## config.mk

```make
export PLATFORM = sky130hd
export DESIGN_NAME = pa_cell
export DESIGN_NICKNAME = d
export VERILOG_FILES = /design/src/hw/rtl/pa_pkg.sv /design/src/hw/rtl/pa_cell.sv
export SDC_FILE = /design/constraint.sdc
export NUM_CORES = 1
export LEC_CHECK = 0
export ABC_AREA = 0
export BUFFER_PORTS_ARGS = -buffer_cell sky130_fd_sc_hd__buf_2
export CAP_MARGIN = 20
export CORE_UTILIZATION = 36
export CTS_CLUSTER_SIZE = 20
export DETAILED_ROUTE_END_ITERATION = 7
export PLACE_DENSITY = 0.8
export SYNTH_ARGS = -nofsm -noshare
export SYNTH_HDL_FRONTEND = slang
export SYNTH_SLANG_ARGS = --single-unit
```

## constraint.sdc

```tcl
create_clock -name clk -period 2.05 [get_ports clk]
set_clock_uncertainty 0.05 [all_clocks]
set_input_delay 0 -clock clk [delete_from_list [all_inputs] [get_ports clk]]
set_output_delay 0 -clock clk [all_outputs]
set_load 0.02 [all_outputs]
```

## src/hw/rtl/pa_pkg.sv

```systemverilog
package pa_pkg;

  localparam int CMD_W = 2;
  localparam int POS_W = 7;
  localparam int VAL_W = 32;
  localparam int CNT_W = 7;

  // cells per first-level read group
  localparam int GRP_SIZE = 32;

  typedef enum logic [CMD_W-1:0] {
    CMD_INSERT = 2'd0,
    CMD_ERASE  = 2'd1,
    CMD_READ   = 2'd2
  } pa_cmd_e;

  typedef struct packed {
    logic [CMD_W-1:0]        cmd;
    logic [POS_W-1:0]        position;
    logic signed [VAL_W-1:0] value;
  } pa_in_t;

  typedef struct packed {
    logic                    ok;
    logic [CNT_W-1:0]        count;
    logic signed [VAL_W-1:0] read_value;
  } pa_out_t;

  // operation broadcast to every cell, already qualified by position checks
  typedef struct packed {
    logic ins;
    logic ers;
    logic rd;
  } pa_op_t;

endpackage

```

## src/hw/rtl/pa_cell.sv

```systemverilog
module pa_cell #(
  parameter int INDEX = 0,
  parameter int PW    = 7
) (
  input  logic                            clk,
  input  pa_pkg::pa_op_t                  op,
  input  logic [PW-1:0]                   pos,
  input  logic signed [pa_pkg::VAL_W-1:0] value,
  input  logic signed [pa_pkg::VAL_W-1:0] left_in,
  input  logic signed [pa_pkg::VAL_W-1:0] right_in,
  output logic signed [pa_pkg::VAL_W-1:0] entry_out,
  output logic signed [pa_pkg::VAL_W-1:0] rd_out
);
  import pa_pkg::*;

  localparam logic [PW-1:0] IDX = PW'(INDEX);

  logic signed [VAL_W-1:0] entry_r;
  logic signed [VAL_W-1:0] entry_nxt;

  always_comb begin
    priority if (op.ins && (IDX > pos)) begin
      entry_nxt = left_in;
    end else if (op.ins && (IDX == pos)) begin
      entry_nxt = value;
    end else if (op.ers && (IDX >= pos)) begin
      entry_nxt = right_in;
    end else begin
      entry_nxt = entry_r;
    end
  end

  always_ff @(posedge clk) begin
    entry_r <= entry_nxt;
  end

  assign entry_out = entry_r;
  // masked so the read groups can simply or their members together
  assign rd_out = (op.rd && (IDX == pos)) ? entry_r : '0;

endmodule

```

; ---- After elaboration in Yosys (flattened, before gate mapping)
; Index checks and enable logic that the tools add are counted.
[classes]
order_cmp = 2
n_mux = 4
n_reduce_logical = 6
[op_table]
columns = op, count
row1 = 32-bit two-way mux, 4
row2 = 1-bit by 7-bit >= comparator with 1-bit output (first input constant), 1
row3 = 1-bit by 7-bit greater-than comparator with 1-bit output (first input constant), 1
row4 = 7-bit logical NOT, 1
row5 = 1-bit logical AND, 4
row6 = 3-bit nonzero test, 1
[word_totals]
register_bits = 32
in_bits = 107
output_inout_bits = 64
word_cells = 13

; ---- Longest topological paths before layout
[depth]
word_depth = 5
depth_mapped = 4

; ---- Least setup slack after synthesis
; Ideal clock, no wire load.
[synth_timing]
kind = input port to flip-flop
from = input port pos[5]
to = register entry_r[0], in the netlist entry_out[0], enable pin
setup_ns = 0.387
arrival_time_ns = 1.084
setup_slack_ns = 0.529
path_stages = 2
path_buffers = 0
cell_sequence = nor3_1 -> o211a_1
[synth_between]
elab_chain_len = 3
word_cells_on_any_way = 7
[synth_lines]
columns = item, line_no
row1 = start: declaration, pa_cell.sv:7  ; input logic [PW-1:0] pos,
row2 = "1-bit by 7-bit greater-than comparator with 1-bit output, or another cell as far along", pa_cell.sv:22  ; priority if (op.ins && (IDX > pos)) begin
row3 = 1-bit logical AND (on tied branches), "pa_cell.sv:22, pa_cell.sv:24, pa_cell.sv:26"
row4 = 3-bit nonzero test (no line) *, --
row5 = end signal: assignment, pa_cell.sv:34  ; entry_r <= entry_nxt;
row6 = end: declaration, pa_cell.sv:18  ; logic signed [VAL_W-1:0] entry_r;
; Mark *: on every way between the ends. The rest lies on a longest branch, timed or not.
; A chain may end at the register's enable or synchronous reset.

; ---- Worst setup path after layout
[layout_timing]
from = input port pos[5]
to = register entry_r[18], in the netlist entry_out[18] (data pin)
[layout_between]
elab_chain_len = 4
word_cells_on_any_way = 6
[layout_lines]
columns = item, line_no
row1 = "parallel branches: the longest is 3 deep, another holds 1-bit by 7-bit greater-than comparator with 1-bit output", --
row2 = 32-bit two-way mux *, pa_cell.sv:22
row3 = via entry_nxt[18], pa_cell.sv:19  ; logic signed [VAL_W-1:0] entry_nxt;
; Mark *: on every way through the listed nets, which the timed path passes.

==> impl_metrics.csv <==
group,metric,value,unit
drt,first_pass_iters,4,
setup_path,crit_family,"buffers and inverters",
placed_design,place_congestion,0.7486,
setup_path,crit_path_top_delay_cell,"dlygate4sd3_1",
yosys,synth_compound_area_frac,0.005768,
yosys,synth-edff-count,32,
drt,drt-total-wl,5008,um
yosys,synth_area_leaders,"edfxtp_1 (55%), mux2_4 (26%), and2_1 (12%)",
drt,viasPerCell,4.572,
yosys,synth-xor-area-share,0,
timing,rsz0062_at_grt,"false",
floorplan,ioPinCount,171,
yosys,ys.flop_type,"edfxtp_1",
setup_path,cp_num_buf_inv,3,
setup_path,critPathKind,"in2reg",
timing,worst_pin_slew,0.4239,ns
timing,timing.final.crit_share,0.8718,
drt,drtIter0Drc,38,
timing,setup-tns-final,0,ns
global_route,grtUsageTotal,0.1984,
floorplan,dieArea,5102,um2
global_route,grt_pass1_wl,7527,um
setup_path,worstSetupStartpointType,"primary input",
timing,setup_viol,0,
timing,fmax,0.5595,GHz
yosys,ys_top_cells_by_count,"and2_1 (32), edfxtp_1 (32), mux2_4 (30)",
yosys,synth_area_per_cell,16.22,um2
yosys,postSynthCellCount,107,
yosys,synth_top_cell_by_area,"edfxtp_1",
yosys,synth_top_area_share,0.5537,
run,maxCapViolCount,0,
cells_and_area,drive_above_1_share,0.5778,
yosys,ys_seq_area_frac,0.5537,
drt,vias,1678,
setup_path,required,2.02,ns
power,ir_worst_vdd,294.5,uV
drt,wire_per_inst,13.65,um
setup_path,endpoint_kind,"flip-flop",
floorplan,core,4504,um2
timing,post-route-min-period,1.787,ns
cells_and_area,fillers,322,
drt,ant_nets,0,
yosys,async_flop_share,0,
yosys,synth_top_family_by_area,"multiplexers",
setup_path,cp_cell_sequence,"buf_2, nor3_1, nand3_2, buf_4, mux2_4, dlygate4sd3_1",
hold_path,hp-class,"in2reg",
clock_tree,clk_path_buf_depth,2,
clock_tree,h-tree-depth,2,
drt,drc,0,
yosys,ys_warn_count,0,
yosys,muxShareOfSynthArea,0.2725,
global_route,grt_pass1_vias,1635,
cells_and_area,area_delta_synth_final,84.21,%
cells_and_area,finalNonFillerCells,367,
yosys,synthAdderAreaFrac,0,
cells_and_area,nets,422,
setup_path,slowest_delay,0.58,ns
status,status,"finished, final reports clean",
setup_path,cp.arrival,1.76,ns
global_route,globalRoute.totalOverflow,0,
floorplan,rows,24,
clock_tree,clock-sinks,32,
yosys,ys_types,11,
yosys,synth_nets,214,
floorplan,start_util,0.3853,
global_route,antenna_found_initial,0,
floorplan,die_width,71.43,um
power,power_density,438.3,nW/um2
clock_tree,cts_resized,0,
global_route,grt_start_max_net_pins,33,
clock_tree,cts-root-buf,"clkbuf_8",
setup_path,crit_fanout,16,
placed_design,post-place-cells,296,
clock_tree,path_clk_slew,0.06,ns
clock_tree,cts_inserted_buffers,5,
cells_and_area,n_antenna_cell,0,
placed_design,dpl.hpwl,3258,um
power,p_leak,1.631,nW
clock_tree,cts_tree,"built",
timing,hold_viol,0,
yosys,synthSimpleGateAreaFrac,0.1399,
yosys,synth.cell_area,1735,um2
placed_design,portBuffers,138,
timing,slew_headroom,0.7152,
floorplan,die_y,71.43,um
yosys,synth-seq-cells,32,
cells_and_area,largest_reg_flops,32,
timing,drv_slew,0,
cells by family after synthesis:
family | Yosys count
multiplexers | 32
AND/OR/NAND/NOR | 36
flip-flops | 32
buffers and inverters | 6
AO/OA/AOI/OAI | 1
what timing repair did:
item	4_1_cts	5_1_grt
hold buffers	64	0
buffers inserted	0	0
endpoints found under the hold margin	32	0
stage by stage:
stage	hold slack (ns)	utilization	total power [mW]	area [um2]	setup slack, ns
floorplan	0.1675	-	0.7976	1735	0.5290
detailed placement	0.2528	0.5506	0.8800	2480	0.5481
finish	0.4022	0.7097	1.401	3197	0.2628
global placement	0.2513	0.5506	0.8743	2480	0.6079
CTS	0.3965	0.7097	1.405	3197	0.2909
global route	0.4234	0.7097	1.457	3197	0.2176
final cells by class:
type / count / area, um2 / share of cell area
Clock buffer: 5 / 68.82 / 0.02153
Clock inverter: 2 / 7.507 / 0.002348
Multi-Input combinational cell: 69 / 725.7 / 0.2270
Sequential cell: 32 / 960.9 / 0.3006
Tap cell: 52 / 65.06 / 0.02035
Timing Repair Buffer: 207 / 1369 / 0.4282
metal layers:
metal	GRT usage	wire length (um)	vias up
met2	0.3989	2706	91
met4	0.08889	128	0
met1	0.1942	1887	775
met3	0.03516	285	11
met5	0	0	-
li1	-	-	801
path summary, 6_finish.rpt:
check | start | endpoint | slack, ns | cells past startpoint
min | pos[6] | entry_out[12] | 0.40 | 4
max | pos[5] | entry_out[18] | 0.26 | 6
worst min-delay path, stage by stage:
cell	delay, ns
buf_2	0.07
nor3_1	0.07
o211a_1	0.12
buf_4	0.25
placed cells by master, fill, tap and decap left out:
master	instances
buf_4	5
mux2_2	2
and3_1	1
o211a_1	1
clkbuf_8	5
mux2_4	30
nor4_4	1
clkinv_1	2
edfxtp_1	32
nand3_2	1
nor3_1	1
and2_1	32
dlygate4sd3_1	64
buf_2	138
power by group:
part	leakage (nW)	switching, mW	total, mW	internal [mW]
sequential	0.288	0.00152	0.725	0.724
combinational	1.30	0.0629	0.240	0.177
clock	0.0391	0.213	0.436	0.223
total	1.63	0.277	1.40	1.12
(Power assumes the default switching activity.)
